===== config.mk =====
export PLATFORM = sky130hd
export DESIGN_NAME = adsr_envelope_gain_unit
export DESIGN_NICKNAME = d
export VERILOG_FILES = /design/src/rtl/core/adsr_pkg.sv /design/src/rtl/core/adsr_mul.sv /design/src/rtl/core/adsr_div.sv /design/src/rtl/core/adsr_envelope_gain_unit.sv
export SDC_FILE = /design/constraint.sdc
export NUM_CORES = 1
export LEC_CHECK = 0
export BUFFER_PORTS_ARGS = -buffer_cell sky130_fd_sc_hd__buf_2
export CORE_UTILIZATION = 65
export CTS_BUF_LIST = sky130_fd_sc_hd__clkbuf_4 sky130_fd_sc_hd__clkbuf_8 sky130_fd_sc_hd__clkbuf_16
export DETAILED_ROUTE_END_ITERATION = 10
export PLACE_DENSITY = 0.83
export SLEW_MARGIN = 20
export SYNTH_ARGS = -nofsm -noshare
export SYNTH_HDL_FRONTEND = slang
export SYNTH_SLANG_ARGS = --single-unit

===== constraint.sdc =====
create_clock -name clk -period 14 [get_ports clk]
set_input_delay 2.8 -clock clk [delete_from_list [all_inputs] [get_ports clk]]
set_output_delay 2.8 -clock clk [all_outputs]
set_load 0.02 [all_outputs]

===== src/rtl/core/adsr_pkg.sv =====
// Shared types and constants for the ADSR envelope gain unit.
// Used by the serial multiplier, the serial divider and the top level.
package adsr_pkg;

	localparam int SAMPLE_W = 16;
	localparam int LEN_W = 16;
	localparam int LEVEL_W = 17;
	localparam int PHASE_W = 18;
	localparam int PROD_W = LEVEL_W + LEN_W;
	localparam int MUL_STEPS = LEN_W;
	localparam int DIV_STEPS = LEVEL_W;
	localparam int MUL_CNT_W = $clog2(MUL_STEPS);
	localparam int DIV_CNT_W = $clog2(DIV_STEPS);
	localparam int REG_ADDR_W = 3;

	localparam logic [LEVEL_W-1:0] UNITY = 17'h10000;
	localparam logic [PHASE_W-1:0] PHASE_MAX = 18'h3FFFF;

	localparam logic [REG_ADDR_W-1:0] REG_ENABLE = 3'd0;
	localparam logic [REG_ADDR_W-1:0] REG_ATTACK = 3'd1;
	localparam logic [REG_ADDR_W-1:0] REG_DECAY = 3'd2;
	localparam logic [REG_ADDR_W-1:0] REG_SUSTAIN = 3'd3;
	localparam logic [REG_ADDR_W-1:0] REG_RELEASE = 3'd4;

	typedef enum logic [2:0] {
		ST_IDLE,
		ST_SETUP,
		ST_ENV_MUL,
		ST_ENV_DIV,
		ST_LEVEL,
		ST_SCALE,
		ST_DONE
	} state_t;

	typedef enum logic [1:0] {
		RAMP_ATTACK,
		RAMP_DECAY,
		RAMP_RELEASE
	} ramp_t;

endpackage


===== src/rtl/core/adsr_mul.sv =====
// Bit-serial shift-add multiplier, 17-bit by 16-bit, one multiplier bit per cycle.
// Depends on adsr_pkg.
module adsr_mul (
	input  logic                          clk,
	input  logic                          arst_n,
	input  logic                          start,
	input  logic [adsr_pkg::LEVEL_W-1:0]  x,
	input  logic [adsr_pkg::LEN_W-1:0]    y,
	output logic                          done,
	output logic [adsr_pkg::PROD_W-1:0]   prod
);
	import adsr_pkg::*;

	logic                 busy_q;
	logic                 done_q;
	logic [MUL_CNT_W-1:0] cnt_q;
	logic [LEVEL_W-1:0]   x_q;
	logic [LEN_W-1:0]     y_q;
	logic [PROD_W-1:0]    acc_q;
	logic [LEVEL_W:0]     sum;

	assign sum = {1'b0, acc_q[PROD_W-1:LEN_W]} + (y_q[0] ? {1'b0, x_q} : '0);

	always_ff @(posedge clk or negedge arst_n) begin
		if (!arst_n) begin
			busy_q <= 1'b0;
			done_q <= 1'b0;
			cnt_q <= '0;
		end else begin
			done_q <= busy_q && !start && (cnt_q == MUL_CNT_W'(MUL_STEPS - 1));
			if (start) begin
				busy_q <= 1'b1;
				cnt_q <= '0;
			end else if (busy_q) begin
				cnt_q <= cnt_q + 1'b1;
				if (cnt_q == MUL_CNT_W'(MUL_STEPS - 1)) busy_q <= 1'b0;
			end
		end
	end

	always_ff @(posedge clk) begin
		if (start) begin
			x_q <= x;
			y_q <= y;
			acc_q <= '0;
		end else if (busy_q) begin
			acc_q <= {sum, acc_q[LEN_W-1:1]};
			y_q <= {1'b0, y_q[LEN_W-1:1]};
		end
	end

	assign done = done_q;
	assign prod = acc_q;

endmodule


===== src/rtl/core/adsr_div.sv =====
// Restoring serial divider: 33-bit dividend by 16-bit divisor, one quotient bit per cycle.
// The caller guarantees the quotient fits in 17 bits. Depends on adsr_pkg.
module adsr_div (
	input  logic                          clk,
	input  logic                          arst_n,
	input  logic                          start,
	input  logic [adsr_pkg::PROD_W-1:0]   num,
	input  logic [adsr_pkg::LEN_W-1:0]    den,
	output logic                          done,
	output logic [adsr_pkg::LEVEL_W-1:0]  quot,
	output logic                          rem_nz
);
	import adsr_pkg::*;

	logic                 busy_q;
	logic                 done_q;
	logic [DIV_CNT_W-1:0] cnt_q;
	logic [LEN_W-1:0]     den_q;
	logic [LEN_W-1:0]     rem_q;
	logic [LEVEL_W-1:0]   num_q;
	logic [LEN_W:0]       cat;
	logic [LEN_W+1:0]     diff;
	logic                 ge;

	assign cat = {rem_q, num_q[LEVEL_W-1]};
	assign diff = {1'b0, cat} - {2'b0, den_q};
	assign ge = !diff[LEN_W+1];

	always_ff @(posedge clk or negedge arst_n) begin
		if (!arst_n) begin
			busy_q <= 1'b0;
			done_q <= 1'b0;
			cnt_q <= '0;
		end else begin
			done_q <= busy_q && !start && (cnt_q == DIV_CNT_W'(DIV_STEPS - 1));
			if (start) begin
				busy_q <= 1'b1;
				cnt_q <= '0;
			end else if (busy_q) begin
				cnt_q <= cnt_q + 1'b1;
				if (cnt_q == DIV_CNT_W'(DIV_STEPS - 1)) busy_q <= 1'b0;
			end
		end
	end

	always_ff @(posedge clk) begin
		if (start) begin
			den_q <= den;
			rem_q <= num[PROD_W-1:LEVEL_W];
			num_q <= num[LEVEL_W-1:0];
		end else if (busy_q) begin
			rem_q <= ge ? diff[LEN_W-1:0] : cat[LEN_W-1:0];
			num_q <= {num_q[LEVEL_W-2:0], ge};
		end
	end

	assign done = done_q;
	assign quot = num_q;
	assign rem_nz = |rem_q;

endmodule


===== src/rtl/core/adsr_envelope_gain_unit.sv =====
// ADSR envelope gain unit: scales each sample by a linear attack/decay/sustain/release level.
// A ramp word passes setup, envelope multiply on the shared serial multiplier, serial divide,
// level and scale; sustain or silent words skip multiply and divide, disabled words go straight
// to the result. The next word is taken in the cycle after a result is loaded, not before.
// Reset is asynchronous and active low: phase goes to zero, configuration registers to their defaults.
module adsr_envelope_gain_unit (
	input  logic                             clk,
	input  logic                             arst_n,
	input  logic                             cfg_we,
	input  logic [adsr_pkg::REG_ADDR_W-1:0]  cfg_addr,
	input  logic [adsr_pkg::LEVEL_W-1:0]     cfg_wdata,
	input  logic                             s_axis_tvalid,
	output logic                             s_axis_tready,
	input  logic [15:0]                      s_axis_tdata,  // [15:0] sample_in
	input  logic                             s_axis_tuser,  // [0] key_held
	output logic                             m_axis_tvalid,
	input  logic                             m_axis_tready,
	output logic [15:0]                      m_axis_tdata   // [15:0] sample_out
);
	import adsr_pkg::*;

	state_t state_q, state_d;

	logic                 enable_q;
	logic [LEN_W-1:0]     attack_q, decay_q, release_q;
	logic [LEVEL_W-1:0]   sustain_q;
	logic [PHASE_W-1:0]   phase_q;

	logic [SAMPLE_W-1:0]  sample_q;
	logic                 key_q;
	logic                 hold_q;
	ramp_t                ramp_q;
	logic [LEN_W-1:0]     den_q;
	logic [LEVEL_W-1:0]   level_q;
	logic [SAMPLE_W-1:0]  res_q;
	logic                 out_valid_q;
	logic [SAMPLE_W-1:0]  out_data_q;

	logic [LEVEL_W-1:0]   ad_sum;
	logic [PHASE_W-1:0]   adr_sum;
	logic                 in_attack, in_decay, in_release;
	logic                 is_ramp;
	ramp_t                ramp_w;
	logic [LEVEL_W-1:0]   env_x;
	logic [LEN_W-1:0]     env_y;
	logic [LEN_W-1:0]     env_den;
	logic [PHASE_W-1:0]   off_a, off_ad;
	logic [SAMPLE_W-1:0]  sample_mag;
	logic [LEVEL_W-1:0]   ceil_q;
	logic [LEVEL_W-1:0]   ramp_level;
	logic [LEVEL_W-1:0]   scaled_mag;
	logic                 out_free;

	logic                 mul_start, mul_done;
	logic [LEVEL_W-1:0]   mul_x;
	logic [LEN_W-1:0]     mul_y;
	logic [PROD_W-1:0]    mul_prod;
	logic                 div_start, div_done, div_rem_nz;
	logic [LEVEL_W-1:0]   div_quot;

	adsr_mul u_mul (
		.clk    (clk),
		.arst_n (arst_n),
		.start  (mul_start),
		.x      (mul_x),
		.y      (mul_y),
		.done   (mul_done),
		.prod   (mul_prod)
	);

	adsr_div u_div (
		.clk    (clk),
		.arst_n (arst_n),
		.start  (div_start),
		.num    (mul_prod),
		.den    (den_q),
		.done   (div_done),
		.quot   (div_quot),
		.rem_nz (div_rem_nz)
	);

	// Configuration registers; out-of-range sustain writes are dropped.
	always_ff @(posedge clk or negedge arst_n) begin
		if (!arst_n) begin
			enable_q <= 1'b0;
			attack_q <= '0;
			decay_q <= '0;
			sustain_q <= UNITY;
			release_q <= '0;
		end else if (cfg_we) begin
			case (cfg_addr)
				REG_ENABLE: enable_q <= cfg_wdata[0];
				REG_ATTACK: attack_q <= cfg_wdata[LEN_W-1:0];
				REG_DECAY: decay_q <= cfg_wdata[LEN_W-1:0];
				REG_SUSTAIN: begin
					if (cfg_wdata <= UNITY) sustain_q <= cfg_wdata;
				end
				REG_RELEASE: release_q <= cfg_wdata[LEN_W-1:0];
				default: ;
			endcase
		end
	end

	// Segment decode from the current phase.
	assign ad_sum = {1'b0, attack_q} + {1'b0, decay_q};
	assign adr_sum = {1'b0, ad_sum} + {2'b0, release_q};
	assign in_attack = phase_q < {2'b0, attack_q};
	assign in_decay = phase_q < {1'b0, ad_sum};
	assign in_release = phase_q < adr_sum;
	assign off_a = phase_q - {2'b0, attack_q};
	assign off_ad = phase_q - {1'b0, ad_sum};
	assign is_ramp = in_attack || in_decay || (!key_q && in_release);

	always_comb begin
		if (in_attack) begin
			ramp_w = RAMP_ATTACK;
			env_x = UNITY;
			env_y = phase_q[LEN_W-1:0];
			env_den = attack_q;
		end else if (in_decay) begin
			ramp_w = RAMP_DECAY;
			env_x = UNITY - sustain_q;
			env_y = off_a[LEN_W-1:0];
			env_den = decay_q;
		end else begin
			ramp_w = RAMP_RELEASE;
			env_x = sustain_q;
			env_y = off_ad[LEN_W-1:0];
			env_den = release_q;
		end
	end

	assign ceil_q = div_quot + {{(LEVEL_W-1){1'b0}}, div_rem_nz};

	always_comb begin
		case (ramp_q)
			RAMP_ATTACK: ramp_level = div_quot;
			RAMP_DECAY: ramp_level = UNITY - ceil_q;
			RAMP_RELEASE: ramp_level = sustain_q - ceil_q;
			default: ramp_level = '0;
		endcase
	end

	assign sample_mag = sample_q[SAMPLE_W-1] ? (~sample_q + 1'b1) : sample_q;
	assign scaled_mag = mul_prod[PROD_W-1:LEN_W];
	assign out_free = !out_valid_q || m_axis_tready;

	always_comb begin
		state_d = state_q;
		case (state_q)
			ST_IDLE: begin
				if (s_axis_tvalid) state_d = enable_q ? ST_SETUP : ST_DONE;
			end
			ST_SETUP: state_d = is_ramp ? ST_ENV_MUL : ST_LEVEL;
			ST_ENV_MUL: begin
				if (mul_done) state_d = ST_ENV_DIV;
			end
			ST_ENV_DIV: begin
				if (div_done) state_d = ST_LEVEL;
			end
			ST_LEVEL: state_d = ST_SCALE;
			ST_SCALE: begin
				if (mul_done) state_d = ST_DONE;
			end
			ST_DONE: begin
				if (out_free) state_d = ST_IDLE;
			end
			default: state_d = ST_IDLE;
		endcase
	end

	always_comb begin
		s_axis_tready = 1'b0;
		mul_start = 1'b0;
		div_start = 1'b0;
		mul_x = env_x;
		mul_y = env_y;
		case (state_q)
			ST_IDLE: s_axis_tready = 1'b1;
			ST_SETUP: mul_start = is_ramp;
			ST_ENV_MUL: div_start = mul_done;
			ST_LEVEL: begin
				mul_start = 1'b1;
				mul_x = level_q;
				mul_y = sample_mag;
			end
			default: ;
		endcase
	end

	always_ff @(posedge clk or negedge arst_n) begin
		if (!arst_n) begin
			state_q <= ST_IDLE;
			phase_q <= '0;
			out_valid_q <= 1'b0;
		end else begin
			state_q <= state_d;
			if (state_q == ST_DONE && out_free) begin
				out_valid_q <= 1'b1;
				if (enable_q && !hold_q && phase_q != PHASE_MAX) phase_q <= phase_q + 1'b1;
			end else if (m_axis_tready) begin
				out_valid_q <= 1'b0;
			end
		end
	end

	always_ff @(posedge clk) begin
		case (state_q)
			ST_IDLE: begin
				sample_q <= s_axis_tdata;
				key_q <= s_axis_tuser;
				res_q <= s_axis_tdata;
				hold_q <= 1'b0;
			end
			ST_SETUP: begin
				ramp_q <= ramp_w;
				den_q <= env_den;
				hold_q <= !in_decay && key_q;
				level_q <= (!in_decay && key_q) ? sustain_q : '0;
			end
			ST_ENV_DIV: begin
				if (div_done) level_q <= ramp_level;
			end
			ST_SCALE: begin
				if (mul_done) begin
					res_q <= sample_q[SAMPLE_W-1] ? (~scaled_mag[SAMPLE_W-1:0] + 1'b1)
						: scaled_mag[SAMPLE_W-1:0];
				end
			end
			ST_DONE: begin
				if (out_free) out_data_q <= res_q;
			end
			default: ;
		endcase
	end

	assign m_axis_tvalid = out_valid_q;
	assign m_axis_tdata = out_data_q;

	a_phase_monotonic: assert property (@(posedge clk) disable iff (!arst_n)
		1'b1 |=> phase_q >= $past(phase_q))
		else $error("phase counter moved backward");

	a_phase_only_on_done: assert property (@(posedge clk) disable iff (!arst_n)
		state_q != ST_DONE |=> phase_q == $past(phase_q))
		else $error("phase changed outside result delivery");

	a_level_in_range: assert property (@(posedge clk) disable iff (!arst_n)
		state_q == ST_LEVEL |-> level_q <= UNITY)
		else $error("envelope level above unity");

	a_hold_is_sustain: assert property (@(posedge clk) disable iff (!arst_n)
		(state_q == ST_LEVEL && hold_q) |-> level_q == sustain_q)
		else $error("sustain hold without sustain level");

endmodule


# After elaboration in Yosys (flattened, before gate mapping)
# Cells that the tools add are included.
# op_classes
n_bitwise	2
n_mux	49
n_eq_ne	20
n_addsub	15
reduce_logical	39
n_lt_le_gt_ge	4
# op_table
op	n
two-way mux 16 bit	13
two-way mux 17 bit	8
case mux 17 bit (3 select lines)	1
case mux 17 bit (2 select lines)	1
subtractor 17 bit, first input constant	2
adder 16 x 1 -> 16 bit, second input constant	2
inverter 16 bit	2
case mux 16 bit (2 select lines)	1
subtractor 16 bit	2
two-way mux 3 bit	7
case mux 3 bit (7 select lines)	1
adder 17 x 16 -> 18 bit	1
adder 17 x 18 -> 18 bit	1
adder 18 x 1 -> 18 bit, second input constant	1
less-than comparator 18 x 16 -> 1 bit	1
less-than comparator 18 x 17 -> 1 bit	1
less-than comparator 18 bit	1
!= test 18 bit, second input constant	1
subtractor 17 x 16 -> 18 bit	1
adder 16 x 16 -> 17 bit	1
adder 17 x 1 -> 17 bit	1
<= comparator 17 bit, second input constant	1
subtractor 17 bit	1
AND reduction 2 bit	8
25 further kinds	69
# word_totals
output_inout_bits	18
input_bits	42
regBits	301
word_cells	157

# Depth between registers and ports, before layout
# logic_depth
word_depth	9
mapped_depth	33

# Cells and area by module
# From an unflattened synthesis, not the netlist that was laid out.
# unflattened
cells_unflattened	1992
area_unflattened_um2	19870.3
# by_module_without_submodules
module	area_each_um2	seq_area_each_um2	instances	cells_per_inst
adsr_envelope_gain_unit	12959.9	4755.8	1	1388
adsr_mul	3547.2	1801.7	1	319
adsr_div	3363.2	1646.6	1	285

# Worst setup path after synthesis
# Ideal clock, no wire load.
# synth_timing
path_kind	reg-to-reg
from	register attack_q[0]
to	register u_mul.y_q[15] (data pin)
t_arrival_ns	6.153
period_less_slack_ns	6.428
path_stages_with_launch	32
n_path_buf	2
path_slack_ns	7.572
setup_ns	0.274
required_ns	13.726
cell_sequence	dfrtp_1 -> ha_1 -> inv_1 -> fa_1 -> nor2b_1 -> o21ai_0 -> a21oi_1 -> o21ai_0 -> a21o_1 -> o31ai_1 -> or2_2 -> xor2_1 -> inv_1 -> ha_1 -> nand2_1 -> o21ai_0 -> a211oi_1 -> o21ai_0 -> a31oi_1 -> buf_2 -> buf_1 -> mux2i_1 -> ha_1 -> nor2b_1 -> o2111ai_1 -> o21ai_0 -> o41ai_1 -> o311a_1 -> o31a_1 -> mux2_2 -> o41ai_1 -> a31oi_1
# synth_between
elab_chain_len	7
elab_cells_between_ends	15
classes_between	add/sub: 4; order compare: 3; mux: 5; reduce/logical: 3
# synth_lines
item	line	rtl
start, declared	adsr_envelope_gain_unit.sv:25	logic [LEN_W-1:0] attack_q, decay_q, release_q;
start signal, assigned	adsr_envelope_gain_unit.sv:93	REG_ATTACK: attack_q <= cfg_wdata[LEN_W-1:0];
adder 16 x 16 -> 17 bit	adsr_envelope_gain_unit.sv:105	assign ad_sum = {1'b0, attack_q} + {1'b0, decay_q};
adder 17 x 16 -> 18 bit	adsr_envelope_gain_unit.sv:106	assign adr_sum = {1'b0, ad_sum} + {2'b0, release_q};
less-than comparator 18 bit	adsr_envelope_gain_unit.sv:109	assign in_release = phase_q < adr_sum;
logical AND 1 bit	adsr_envelope_gain_unit.sv:112	assign is_ramp = in_attack || in_decay || (!key_q && in_release);
logical OR 1 bit	adsr_envelope_gain_unit.sv:112	
case mux 1 bit (2 select lines)	adsr_envelope_gain_unit.sv:178	case (state_q)
two-way mux 16 bit *	adsr_mul.sv:42	if (start) begin
end signal, assigned	adsr_mul.sv:44	y_q <= y;
end signal, assigned	adsr_mul.sv:48	y_q <= {1'b0, y_q[LEN_W-1:1]};
end, declared	adsr_mul.sv:18	logic [LEN_W-1:0] y_q;
# Mark *: on every way between the ends. The rest lies on a longest branch, timed or not.
# A chain may end at the register's enable or synchronous reset.

# Final worst setup path
# Ends and elaborated chain as after synthesis.

==> results.sh <==
export IMPL_cp_num_cells=29
export IMPL_drt_total_wl_mm=50.83
export IMPL_hold_path_class="reg2reg"
export IMPL_synth_area_um2=19460
export IMPL_relSlewSlack=0.2770
export IMPL_power_density_nw_per_um2=130.5
export IMPL_num_antenna_cells=0
export IMPL_ys_async_sr_fraction=0.3355
export IMPL_grt_pass1_wl_mm=80.21
export IMPL_yosysSeqAreaShare=0.4215
export IMPL_die_area_um2=30640
export IMPL_synth_seq_cells=301
export IMPL_die_y_um=175.0
export IMPL_cp_end_kind="register"
export IMPL_drive_gt1_frac=0.1092
export IMPL_path_max_fanout=16
export IMPL_synth_top_area_cell="edfxtp_1"
export IMPL_yosysMostFrequentCell="nand2_1"
export IMPL_crit_start="attack_q[0]"
export IMPL_die_w_um=175.0
export IMPL_fin_ws_ns=6.534
export IMPL_cts_made_buffers=34
export IMPL_gp_congestion=0.9176
export IMPL_yosysUniqueCellTypes=78
export IMPL_hold_depth=0
export IMPL_finalHoldViolations=0
export IMPL_place_hpwl_mm=37.19
export IMPL_antenna_found_initial=2
export IMPL_yosys_warnings=0
export IMPL_cts_tree="done"
export IMPL_cts_resized_gates=0
export IMPL_critPathRequiredTime_ns=14.28
export IMPL_firstDrtPassIters=5
export IMPL_synth_top_cell_area_share=0.2576
export IMPL_synth_ff_type="edfxtp_1"
export IMPL_drv_cap=0
export IMPL_cts_hold_buf=0
export IMPL_hold_slack_ns=0.4203
export IMPL_run_status="finished clean"
export IMPL_drc_errors=0
export IMPL_wl_met3_mm=3.927
export IMPL_wl_per_cell_um=20.64
export IMPL_critical_path_class="reg2reg"
export IMPL_synth_net_count=2218
export IMPL_synth_area_leaders="edfxtp_1, dfrtp_1, ha_1, nand2_1, o21ai_0"
export IMPL_synth_avg_cell_area_um2=9.679
export IMPL_drtAntennaViolNets=0
export IMPL_post_cts_setup_buffers=0
export IMPL_drv_slew=0
export IMPL_cts_htree_levels=2
export IMPL_fmax_mhz=133.9
export IMPL_critPathTopFamily="compound AO/OA/AOI/OAI gates"
export IMPL_rsz0062_at_grt="false"
export IMPL_areaGrowthSynthToFinish_pct=9.579
export IMPL_rr_worst_depth=29
export IMPL_wirelength_met1_mm=21.37
export IMPL_place_area_um2=20130
export IMPL_vias_per_cell=6.348
export IMPL_clock_skew_ns=0.02285
export IMPL_slowest_delay_ns=0.74
export IMPL_setup_tns_ns=0
export IMPL_postSynthCellCount=2011
export IMPL_clock_sinks=301
export IMPL_yosys_top_cells_count="nand2_1, edfxtp_1, o21ai_0"
export IMPL_grt_max_degree=66
export IMPL_min_from="res_q[7]"
export IMPL_synth_edf_count=167
export IMPL_num_rows=62
export IMPL_start_util=0.6691
export IMPL_dr_total_vias=15630
export IMPL_ios=60
export IMPL_fin_nets=2261
export IMPL_r2r_start="attack_q[0]"
export IMPL_top_layer_used="met4"
export IMPL_dp_slack_ns=6.730
export IMPL_slowest_stage="o41ai_1"
export IMPL_clock_latency_ns=0.54
export IMPL_cpMostUsedCell="o21ai_0"
export IMPL_setup_viol=0
export IMPL_post_route_period_util=0.5333
export IMPL_setup_worst_path_start_class="register"
export IMPL_cp_data_arrival_time_ns=7.74
export IMPL_first_global_vias=14990
export IMPL_core_region_area_um2=29090
export IMPL_clk_pin_slew_ns=0.06
export IMPL_clk_path_buf_depth=3
export IMPL_finalInstanceArea_um2=21330
export IMPL_wl_met2_mm=23.65
export IMPL_finalCriticalPeriod_ns=7.466
export IMPL_drtIter0Drc=1591
export IMPL_crit_buf_inv=2
export IMPL_track_usage=0.3350
export IMPL_grt_ovfl_total=0
export IMPL_root_buffer="clkbuf_16"
export IMPL_ir_worst_vdd_v=0.0001225
export IMPL_portBuffers=59
export IMPL_worst_pin_slew_ns=1.084
export IMPL_leakagePower_nw=9.414
==> per-stage QoR <==
| step | utilization | std cells | power [mW] |
|---|---|---|---|
| CTS | 0.7332 | 2462 | 2.773 |
| finish | 0.7332 | 2462 | 2.783 |
| global route | 0.7332 | 2462 | 2.917 |
| detailed placement | 0.6919 | 2402 | 1.829 |
| global placement | 0.6919 | 2402 | 1.796 |
| floorplan | - | 2011 | 1.619 |
==> cell families (layout without fill, tap and decap cells) <==
kind of cell,Yosys count,in the layout,share of synthesized area
buf+inv,173,240,0.03542
mux,124,124,0.06705
flops,301,301,0.4215
xor+xnor,148,148,0.06660
compound gates,454,454,0.1476
fa+ha+maj,165,165,0.1084
simple gates,646,646,0.1534
==> layout make-up <==
type	instances	area (µm²)
clock buffer	46	965.9
clock inverter	14	234.0
fill	2048	7762
inverter	102	382.9
multi-input combinational	1537	10620
sequential	301	8205
tap	384	480.5
timing repair buffer	78	440.4
==> power breakdown <==
part / leakage [nW] / switching [mW] / internal [mW]
Clock: 0.587 / 0.379 / 0.567
Sequential: 3.04 / 0.0617 / 0.973
Combinational: 5.79 / 0.470 / 0.333
==> worst paths after layout <==
check	to	slack [ns]
worst max register to register	u_mul.y_q[15]	6.53
worst min register to register	m_axis_tdata[7]	0.42
worst min-delay path	m_axis_tdata[7]	0.42
min in group asynchronous	phase_q[13]	2.27
max in group asynchronous	sustain_q[7]	10.52
worst max-delay path	u_mul.y_q[15]	6.53
==> sequential cells by signal (all words and copies together) (netlist names), 2 cells and up <==
signal / flops
release_q: 16
u_mul.cnt_q: 4
u_div.den_q: 16
sample_q: 16
u_div.quot: 17
m_axis_tdata: 16
phase_q: 18
u_div.cnt_q: 5
u_mul.x_q: 17
state_q: 3
u_mul.y_q: 16
sustain_q: 17
ramp_q: 2
attack_q: 16
den_q: 16
u_div.rem_q: 16
u_mul.prod: 33
decay_q: 16
res_q: 16
level_q: 17
==> placed cells by master, fill, tap and decap left out, drive strengths merged, types with 17 or more instances in the layout <==
cell    count
o21ai     172
a21o       24
nand2     243
nand3      29
o31ai      17
mux2i      73
clkbuf     46
and3       26
a21oi      99
nor2b      33
xor2       69
and2       38
inv       102
nor3       34
nor2      158
buf        78
xnor2      79
edfxtp    167
dfxtp      33
dfrtp     100
mux2       51
ha        159
nand2b     17
==> layer usage <==
layer | GRT usage | up-vias
li1 | - | 7279
met1 | 0.4492 | 7489
met2 | 0.5479 | 729
met3 | 0.05070 | 132
met4 | 0.1297 | 0
met5 | 0 | -
==> worst register-to-register path, delay by kind of cell (launching register included) <==
family,cells,cell delay [ns]
xor gates and xnor gates,1,0.29
muxes,2,0.75
and+or+nand+nor,4,0.52
buffers and inverters,2,0.14
AOI/OAI and AO/OA,16,3.97
DFF,1,0.41
adders and majority gates,4,1.15
(Power assumes the default switching activity.)
